`config.mk`:
```
export PLATFORM = sky130hd
export DESIGN_NAME = rrbm_ctrl
export DESIGN_NICKNAME = d
export VERILOG_FILES = /design/src/hdl/assert_macros.svh /design/src/hdl/rrbm_pkg.sv /design/src/hdl/rrbm_ctrl.sv
export SDC_FILE = /design/constraint.sdc
export NUM_CORES = 1
export LEC_CHECK = 0
export BUFFER_PORTS_ARGS = -buffer_cell sky130_fd_sc_hd__buf_2
export CAP_MARGIN = 20
export CELL_PAD_IN_SITES_DETAIL_PLACEMENT = 2
export CELL_PAD_IN_SITES_GLOBAL_PLACEMENT = 2
export CORE_AREA = 3 3 140 142
export DETAILED_ROUTE_END_ITERATION = 7
export DIE_AREA = 0 0 143 145
export PLACE_DENSITY_LB_ADDON = 0.2
export SYNTH_ARGS = -nofsm -noshare
export SYNTH_HDL_FRONTEND = slang
export SYNTH_SLANG_ARGS = --single-unit
```
`constraint.sdc`:
```
create_clock -name clk -period 3.6 [get_ports clk]
set_clock_uncertainty 0.1 [all_clocks]
set_input_delay 0.36 -clock clk [delete_from_list [all_inputs] [get_ports clk]]
set_output_delay 0.36 -clock clk [all_outputs]
set_load 0.01 [all_outputs]
```
`src/hdl/assert_macros.svh`:
```
// Assertion helpers for the RTL; rom_ram_bank_mapper.sv includes them.
// Every property is sampled on clk and switched off while arst_n is low.
`ifndef ASSERT_MACROS_SVH
`define ASSERT_MACROS_SVH

// The property must hold at every sampled clock edge.
`define ASSERT_PROP(lbl, prop, msg) \
	lbl: assert property (@(posedge clk) disable iff (!arst_n) (prop)) else $error(msg);

// The expression must never be true at a sampled clock edge.
`define ASSERT_NEVER(lbl, expr, msg) \
	lbl: assert property (@(posedge clk) disable iff (!arst_n) !(expr)) else $error(msg);

`endif

```
`src/hdl/rrbm_pkg.sv`:
```
package rrbm_pkg;

	// Widths of the bus access and of the configuration port.
	localparam int OP_W       = 2;
	localparam int ADDR_W     = 16;
	localparam int DATA_W     = 8;
	localparam int CFG_IDX_W  = 3;
	localparam int CFG_DATA_W = 24;
	localparam int ROM_OFF_W  = 23;

	// Bus access codes.
	localparam logic [OP_W-1:0] OP_ROM_READ = 2'd0;
	localparam logic [OP_W-1:0] OP_REG_WRITE = 2'd1;
	localparam logic [OP_W-1:0] OP_RAM_READ = 2'd2;
	localparam logic [OP_W-1:0] OP_RAM_WRITE = 2'd3;

	// Configuration register indexes.
	localparam logic [CFG_IDX_W-1:0] CFG_ROM_BANK_COUNT = 3'd0;
	localparam logic [CFG_IDX_W-1:0] CFG_ROM_BYTES = 3'd1;
	localparam logic [CFG_IDX_W-1:0] CFG_RAM_BANK_COUNT = 3'd2;
	localparam logic [CFG_IDX_W-1:0] CFG_RAM_BYTES = 3'd3;
	localparam logic [CFG_IDX_W-1:0] CFG_RUMBLE_FITTED = 3'd4;
	localparam logic [CFG_IDX_W-1:0] CFG_RAM_FITTED = 3'd5;

	// Upper bounds of the bank register windows in the ROM address space.
	localparam logic [ADDR_W-1:0] REG_RAM_EN_LIMIT = 16'h2000;
	localparam logic [ADDR_W-1:0] REG_BANK_LO_LIMIT = 16'h3000;
	localparam logic [ADDR_W-1:0] REG_BANK_HI_LIMIT = 16'h4000;
	localparam logic [ADDR_W-1:0] REG_RAM_BANK_LIMIT = 16'h6000;

	// Value of the low nibble that enables RAM, and the open bus byte.
	localparam logic [3:0]        RAM_EN_KEY = 4'hA;
	localparam logic [DATA_W-1:0] OPEN_BUS = 8'hFF;

	// Command from the control logic to the RAM store.
	typedef struct packed {
		logic rd;
		logic wr;
	} ram_cmd_t;

endpackage

```
`src/hdl/rrbm_ctrl.sv`:
```
module rrbm_ctrl #(
	parameter int RAM_BYTES       = 131072,
	parameter int ROM_OFFSET_BITS = 23,
	parameter int AW              = 17
) (
	input  logic                             clk,
	input  logic                             arst_n,
	input  logic                             cfg_we,
	input  logic [rrbm_pkg::CFG_IDX_W-1:0]   cfg_index,
	input  logic [rrbm_pkg::CFG_DATA_W-1:0]  cfg_data,
	input  logic                             accept,
	input  logic [rrbm_pkg::OP_W-1:0]        op,
	input  logic [rrbm_pkg::ADDR_W-1:0]      addr,
	input  logic [rrbm_pkg::DATA_W-1:0]      data,
	output logic [rrbm_pkg::ROM_OFF_W-1:0]   rom_offset_d,
	output logic                             rom_in_range_d,
	output logic                             rumble_d,
	output logic                             save_d,
	output rrbm_pkg::ram_cmd_t               ram_cmd,
	output logic [AW-1:0]                    ram_idx
);

	localparam logic [rrbm_pkg::ROM_OFF_W-1:0] ROM_MASK =
		rrbm_pkg::ROM_OFF_W'((24'd1 << ROM_OFFSET_BITS) - 24'd1);
	localparam logic [17:0] RAM_LIMIT = 18'(RAM_BYTES);

	// Configuration registers.
	logic [9:0]  rom_bank_count_q;
	logic [23:0] rom_bytes_q;
	logic [4:0]  ram_bank_count_q;
	logic [17:0] ram_bytes_q;
	logic        rumble_fitted_q;
	logic        ram_fitted_q;

	// Bank controller state.
	logic [7:0]  rom_bank_low_q;
	logic        rom_bank_high_q;
	logic        ram_enable_q;
	logic [3:0]  ram_bank_sel_q;
	logic        rumble_q;
	logic        save_q;

	logic [9:0]  rom_count_m1;
	logic [8:0]  rom_bank;
	logic [rrbm_pkg::ROM_OFF_W-1:0] rom_off;
	logic [4:0]  ram_count_m1;
	logic [3:0]  ram_page;
	logic [16:0] ram_off;
	logic        ram_hit;
	logic        ram_on;
	logic        is_rom_rd;
	logic        is_reg_wr;
	logic        is_ram_rd;
	logic        is_ram_wr;
	logic        bank_sel_wr;

	assign is_rom_rd = (op == rrbm_pkg::OP_ROM_READ);
	assign is_reg_wr = (op == rrbm_pkg::OP_REG_WRITE);
	assign is_ram_rd = (op == rrbm_pkg::OP_RAM_READ);
	assign is_ram_wr = (op == rrbm_pkg::OP_RAM_WRITE);

	// ROM mapping: the low window is bank 0, bit 15 of the address is not decoded.
	always_comb begin
		rom_count_m1 = rom_bank_count_q - 10'd1;
		rom_bank = {rom_bank_high_q, rom_bank_low_q};
		if (rom_bank_count_q != 10'd0) begin
			rom_bank = rom_bank & rom_count_m1[8:0];
		end
		if (addr[14]) begin
			rom_off = {rom_bank, addr[13:0]} & ROM_MASK;
		end else begin
			rom_off = {9'd0, addr[13:0]} & ROM_MASK;
		end
	end

	assign rom_offset_d = is_rom_rd ? rom_off : '0;
	assign rom_in_range_d = is_rom_rd && ({1'b0, rom_off} < rom_bytes_q);

	// RAM mapping and bounds check against both the cartridge size and the store.
	always_comb begin
		ram_count_m1 = ram_bank_count_q - 5'd1;
		ram_page = ram_bank_sel_q;
		if (ram_bank_count_q != 5'd0) begin
			ram_page = ram_page & ram_count_m1[3:0];
		end
		ram_off = {ram_page, addr[12:0]};
		ram_hit = ({1'b0, ram_off} < ram_bytes_q) && ({1'b0, ram_off} < RAM_LIMIT);
	end

	assign ram_on = ram_enable_q && ram_fitted_q;
	assign ram_idx = ram_off[AW-1:0];
	assign ram_cmd.rd = accept && is_ram_rd && ram_on && ram_hit;
	assign ram_cmd.wr = accept && is_ram_wr && ram_on && ram_hit;

	// Values of the rumble bit and the save mark after this access.
	assign bank_sel_wr = is_reg_wr && (addr >= rrbm_pkg::REG_BANK_HI_LIMIT)
		&& (addr < rrbm_pkg::REG_RAM_BANK_LIMIT);
	assign rumble_d = (bank_sel_wr && rumble_fitted_q) ? data[3] : rumble_q;
	assign save_d = save_q || (is_ram_wr && ram_on);

	// Configuration writes.
	always_ff @(posedge clk or negedge arst_n) begin
		if (!arst_n) begin
			rom_bank_count_q <= '0;
			rom_bytes_q <= '0;
			ram_bank_count_q <= '0;
			ram_bytes_q <= '0;
			rumble_fitted_q <= 1'b0;
			ram_fitted_q <= 1'b0;
		end else if (cfg_we) begin
			unique case (cfg_index)
				rrbm_pkg::CFG_ROM_BANK_COUNT: rom_bank_count_q <= cfg_data[9:0];
				rrbm_pkg::CFG_ROM_BYTES: rom_bytes_q <= cfg_data;
				rrbm_pkg::CFG_RAM_BANK_COUNT: ram_bank_count_q <= cfg_data[4:0];
				rrbm_pkg::CFG_RAM_BYTES: ram_bytes_q <= cfg_data[17:0];
				rrbm_pkg::CFG_RUMBLE_FITTED: rumble_fitted_q <= cfg_data[0];
				rrbm_pkg::CFG_RAM_FITTED: ram_fitted_q <= cfg_data[0];
				default: ;
			endcase
		end
	end

	// Bank register writes, the rumble bit and the sticky save mark, updated on each transfer.
	always_ff @(posedge clk or negedge arst_n) begin
		if (!arst_n) begin
			rom_bank_low_q <= '0;
			rom_bank_high_q <= 1'b0;
			ram_enable_q <= 1'b0;
			ram_bank_sel_q <= '0;
			rumble_q <= 1'b0;
			save_q <= 1'b0;
		end else if (accept) begin
			rumble_q <= rumble_d;
			save_q <= save_d;
			if (is_reg_wr) begin
				if (addr < rrbm_pkg::REG_RAM_EN_LIMIT) begin
					ram_enable_q <= (data[3:0] == rrbm_pkg::RAM_EN_KEY);
				end else if (addr < rrbm_pkg::REG_BANK_LO_LIMIT) begin
					rom_bank_low_q <= data;
				end else if (addr < rrbm_pkg::REG_BANK_HI_LIMIT) begin
					rom_bank_high_q <= data[0];
				end else if (addr < rrbm_pkg::REG_RAM_BANK_LIMIT) begin
					if (rumble_fitted_q) begin
						ram_bank_sel_q <= {1'b0, data[2:0]};
					end else begin
						ram_bank_sel_q <= data[3:0];
					end
				end
			end
		end
	end

endmodule

```
# --- Word level (Yosys, flattened, before mapping) ---
# Cells that the tools add are included.
word_totals:
  reg_bits: 75
  in_bits: 57
  output_inout_bits: 45
  elab_cells: 68
classes:
  add_sub_neg: 2
  order_cmp: 7
  n_eq_ne: 9
  n_mux: 6
  n_bitwise: 5
  n_reduce_logical: 27
op_table:
  columns: ["op", "n"]
  rows:
  - ["2-to-1 mux 23 bit", 2]
  - ["< comparator 16 x 14 -> 1 bit (second input constant)", 2]
  - ["< comparator 16 x 15 -> 1 bit (second input constant)", 2]
  - ["< comparator 23 x 24 -> 1 bit", 1]
  - ["< comparator 17 x 18 -> 1 bit", 1]
  - ["greater-or-equal comparator 16 x 15 -> 1 bit (second input constant)", 1]
  - ["logical AND 1 bit", 12]
  - ["AND reduction 2 bit", 6]
  - ["nonzero test 10 bit", 1]
  - ["bitwise AND 9 bit", 1]
  - ["2-to-1 mux 9 bit", 1]
  - ["subtractor 9 x 1 -> 9 bit (second input constant)", 1]
  - ["2-to-1 mux 4 bit", 2]
  - ["equality test 3 x 2 -> 1 bit (second input constant)", 2]
  - ["equality test 3 bit (second input constant)", 2]
  - ["AND reduction 6 bit", 1]
  - ["AND reduction 5 bit", 1]
  - ["nonzero test 5 bit", 1]
  - ["bitwise AND 4 bit", 1]
  - ["equality test 2 bit (second input constant)", 2]
  - ["equality test 4 bit (second input constant)", 1]
  - ["AND reduction 4 bit", 1]
  - ["subtractor 4 x 1 -> 4 bit (second input constant)", 1]
  - ["equality test 3 x 1 -> 1 bit (second input constant)", 1]
  - ["7 further kinds", 9]

# --- Longest topological paths before layout ---
depth:
  depth_word: 6
  depth_mapped: 13
  mapped_depth_nobuf: 13

# --- Worst setup path after synthesis ---
# Ideal clock, no wire load.
synth_path:
  kind: "register to output"
  startpoint: "reg rom_bank_count_q[0]"
  endpoint: "out rom_in_range_d"
  t_arrival_ns: 2.826
  required_ns: 3.140
  path_slack_ns: 0.314
  path_stages_with_launch: 14
  n_path_buf: 0
  cell_sequence: "dfrtp_1 > inv_1 > ha_1 > or4b_4 > or4_4 > inv_2 > o21ai_2 > nor2_1 > ha_1 > a21oi_1 > o21a_1 > a2bb2oi_1 > o211ai_1 > a31oi_1"
synth_between:
  elab_chain_cells: 6
  elab_cells_between_ends: 7
  cone_classes: "add/sub: 1; order compare: 1; mux: 2; bitwise: 1; reduce/logical: 2"
synth_rtl:
  columns: ["element", "line", "rtl"]
  rows:
  - ["start, declared", "rrbm_ctrl.sv:28", "logic [9:0] rom_bank_count_q;"]
  - ["start signal, assigned", "rrbm_ctrl.sv:112", "rrbm_pkg::CFG_ROM_BANK_COUNT: rom_bank_count_q <= cfg_data[9:0];"]
  - ["subtractor 9 x 1 -> 9 bit", "rrbm_ctrl.sv:64", "rom_count_m1 = rom_bank_count_q - 10'd1;"]
  - ["bitwise AND 9 bit", "rrbm_ctrl.sv:67", "rom_bank = rom_bank & rom_count_m1[8:0];"]
  - ["2-to-1 mux 9 bit (*)", "rrbm_ctrl.sv:66", "if (rom_bank_count_q != 10'd0) begin"]
  - ["2-to-1 mux 23 bit (*)", "rrbm_ctrl.sv:69", "if (addr[14]) begin"]
  - ["< comparator 23 x 24 -> 1 bit (*)", "rrbm_ctrl.sv:77", "assign rom_in_range_d = is_rom_rd && ({1'b0, rom_off} < rom_bytes_q);"]
  - ["logical AND 1 bit (*)", "rrbm_ctrl.sv:77", null]
  - ["end, declared", "rrbm_ctrl.sv:16", "output logic rom_in_range_d,"]
# Every way passes the cells marked *; elsewhere a longest branch is shown, timed or not.

# --- Worst setup path in the final report ---
# Ends and elaborated chain as after synthesis.

==> flow_summary.yaml <==
placed_design:
  gp_congestion: 0.839
  hpwl_mm: 10.8
  dp.cells: 761
  dpl_cell_area_sq_mm: 0.00514
  io_buffers: 101
cells_and_area:
  final_common_cell: "buf_2"
  design_area_sq_mm: 0.00564
  final_nets: 647
  area_delta_synth_final_pct: 28.9
  ff_latch_area_sq_mm: 0.00188
  utilization: 0.304
  drive_gt1_frac: 0.385
  n_fill_cell: 2102
  multi_input_area_sq_mm: 0.00231
  layout_common_cells: "buf_2 (101), dfrtp_1 (75), nand2_1 (50)"
  stdcell_count: 787
  n_antenna_cell: 0
global_route:
  overflow: 0
  grt_usage: 0.137
  grt_max_degree: 76
  grt_pass1_vias: 3943
  antenna_found_initial: 0
  grt_pass1_wl_mm: 21.8
setup_path:
  cp_cell_sequence: "inv_2, ha_4, or4b_4, or4_4, inv_4, o21ai_2, nor2_1, ha_1, nand2_1, o21a_1, a2bb2oi_2, o211ai_1, a31oi_1, buf_2"
  critical_path_arrival_ns: 3.29
  cp_slowest_cell: "or4_4"
  r2r-start: "rumble_fitted_q"
  critPathKind: "reg -> out"
  crit_path_start_kind: "register"
  reg2reg_depth: 3
  cp_max_fo: 3
  rrSetupSlack_ns: 2.34
  end_kind: "output port"
  required_ns: 3.14
  r2r-end: "rumble_q"
  max_stage_delay_ns: 0.47
clock_tree:
  h-tree-depth: 3
  cts-root-buf: "clkbuf_16"
  cts_made_buffers: 9
  clk_path_buf_depth: 2
  cts_tree: "yes"
  clock_latency_ns: 0.34
  clk_pin_slew_ns: 0.06
  clock_sinks: 75
worst_hold_path:
  worstHoldPathCells: 3
  hp-class: "in -> reg"
  min-delay-start: "cfg_data[18]"
  hold-path-endpoint: "rom_bytes_q[18]"
logic_synthesis:
  synth_cells: 439
  synth_area_leaders: "dfrtp_1 (43%), mux2_2 (12%), ha_1 (11%)"
  yosys.area.top_type: "dfrtp_1"
  synth_top_area_frac: 0.429
  syn-cell-area_sq_mm: 0.00438
  synth_edf_count: 0
  syn_area_per_cell_sq_um: 9.98
  yosysUniqueCellTypes: 48
  synth_warnings: 0
  synth_fp_nets: 536
  yosysSeqAreaShare: 0.429
  ys_ff_latch: 75
  async_flop_share: 1.00
  synth_top_flop_cell: "dfrtp_1"
detailed_routing:
  vias: 3576
  drt-total-wl_mm: 13.8
  via_per_inst: 4.54
  first_pass_iters: 4
  route.detailed.drc: 0
  ant_nets: 0
  drtIter0Drc: 72
  wl_per_cell_um: 17.5
run_status:
  violations: "negative setup slack"
  status: "finished with violations"
timing:
  relSlewSlack: 0.388
  grt_setup_unrepaired: "true"
  setup_violations: 1
  timing.fmax_ghz: 0.267
  drv_slew: 0
  hold_violations: 0
  timing.final.crit_share: 1.04
  tightestPinTransition_ns: 0.916
  min_period_ns: 3.75
  finalWorstSetupSlack_ns: -0.146
power:
  p_per_area_mw_per_mm2: 506
  leakage_nw: 2.77
  vdd.ir_drop.worst_v: 0.000213
floorplan:
  fp.dieArea_sq_mm: 0.0207
  rows: 50
  io_pins: 102
  die_x_um: 143
  die_h_um: 145
  core_area_sq_mm: 0.0186
  initial_core_util: 0.236
run:
  maxCapViolations: 0
==> worst max-delay path: cells and delay by family, from the launching register on <==
| kind | cells | cell delay [ns] |
|---|---|---|
| buffers and inverters | 3 | 0.33 |
| flip-flops | 1 | 0.40 |
| adder cells (fa/ha/maj) | 2 | 0.39 |
| AO/OA/AOI/OAI | 5 | 0.65 |
| AND/OR/NAND/NOR | 4 | 1.18 |
==> cell families after synthesis <==
| kind of cell | synth area share |
|---|---|
| XOR/XNOR | 0.0120 |
| flip-flops | 0.429 |
| AO/OA/AOI/OAI | 0.0960 |
| AND/OR/NAND/NOR | 0.158 |
| multiplexers | 0.123 |
| adder cells (fa/ha/maj) | 0.114 |
| buffers and inverters | 0.0677 |
==> metal layers <==
| metal | share of wire | vias up | GRT usage | wire length (um) |
|---|---|---|---|---|
| met3 | 0.028 | 12 | 0.0224 | 380 |
| met2 | 0.51 | 54 | 0.232 | 6960 |
| li1 | - | 1718 | - | - |
| met4 | 0.013 | 0 | 0.0428 | 172 |
| met5 | 0 | - | 0 | 0 |
| met1 | 0.45 | 1792 | 0.179 | 6240 |
==> cells in the mapped netlist, drive strengths merged, types with 2 or more instances <==
cell    count
a211oi      2
a21boi      2
a21o        4
a21oi      15
and2       17
and3        3
buf        13
clkbuf      9
dfrtp      75
ha         40
inv        44
mux2       48
nand2      52
nand2b      5
nand3       3
nand4       2
nand4b      3
nor2       23
nor3        8
nor4        3
nor4bb      2
o211ai      2
o21a        3
o21ai      33
or3         4
xnor2       2
xor2        4
==> power by group <==
part           switching, W  internal, W  leakage, nW  total (W)
sequential         0.000100      0.00101        0.925    0.00111
clock              0.000358     0.000598        0.143   0.000955
combinational      0.000411     0.000373         1.70   0.000785
total              0.000869      0.00198         2.77    0.00285
==> cell type report <==
cell class | count | area share
tap | 234 | 0.0519
clock inverter | 5 | 0.0142
sequential | 75 | 0.333
multi-input combinational | 298 | 0.410
clock buffer | 9 | 0.0399
timing repair buffer | 122 | 0.122
inverter | 44 | 0.0297
==> flip-flops by register name (all words and copies together), names as in the netlist <==
name	cells
rumble_q	1
ram_enable_q	1
ram_bank_sel_q	4
rom_bank_low_q	8
rumble_fitted_q	1
rom_bank_high_q	1
rom_bank_count_q	10
ram_bank_count_q	5
save_q	1
ram_bytes_q	18
ram_fitted_q	1
rom_bytes_q	24
==> how the worst max path moves through the flow <==
| stage | from | end | cells past startpoint |
|---|---|---|---|
| floorplan | rom_bank_count_q[0] | rom_in_range_d | 13 |
| global placement | rom_bank_count_q[0] | rom_in_range_d | 14 |
| detailed placement | rom_bank_count_q[0] | rom_in_range_d | 14 |
| CTS | rom_bank_count_q[1] | rom_in_range_d | 14 |
| global route | rom_bank_count_q[0] | rom_in_range_d | 14 |
| finish | rom_bank_count_q[0] | rom_in_range_d | 14 |
==> repair_timing <==
item / 4_1_cts / 5_1_grt
cloned: 0 / 0
resized for setup: 9 / 16
endpoints found under the hold margin: 0 / 8
buffers inserted: 7 / 2
hold buffers: 0 / 1
pin swaps: 8 / 6
setup endpoints to repair: 3 / 3
==> through the flow <==
stage | power (W) | setup slack (ns) | hold slack [ns] | TNS [ns]
6_report | 0.00285 | -0.146 | 0.130 | -0.146
5_1_grt | 0.00307 | -0.327 | 0.141 | -0.346
4_1_cts | 0.00287 | -0.184 | 0.114 | -0.184
3_5_place_dp | 0.00186 | 0.0201 | 0.372 | 0
3_3_place_gp | 0.00181 | 0.117 | 0.353 | 0
2_1_floorplan | 0.00155 | 0.314 | -0.0356 | 0
Power figures use the tool's default switching activity.
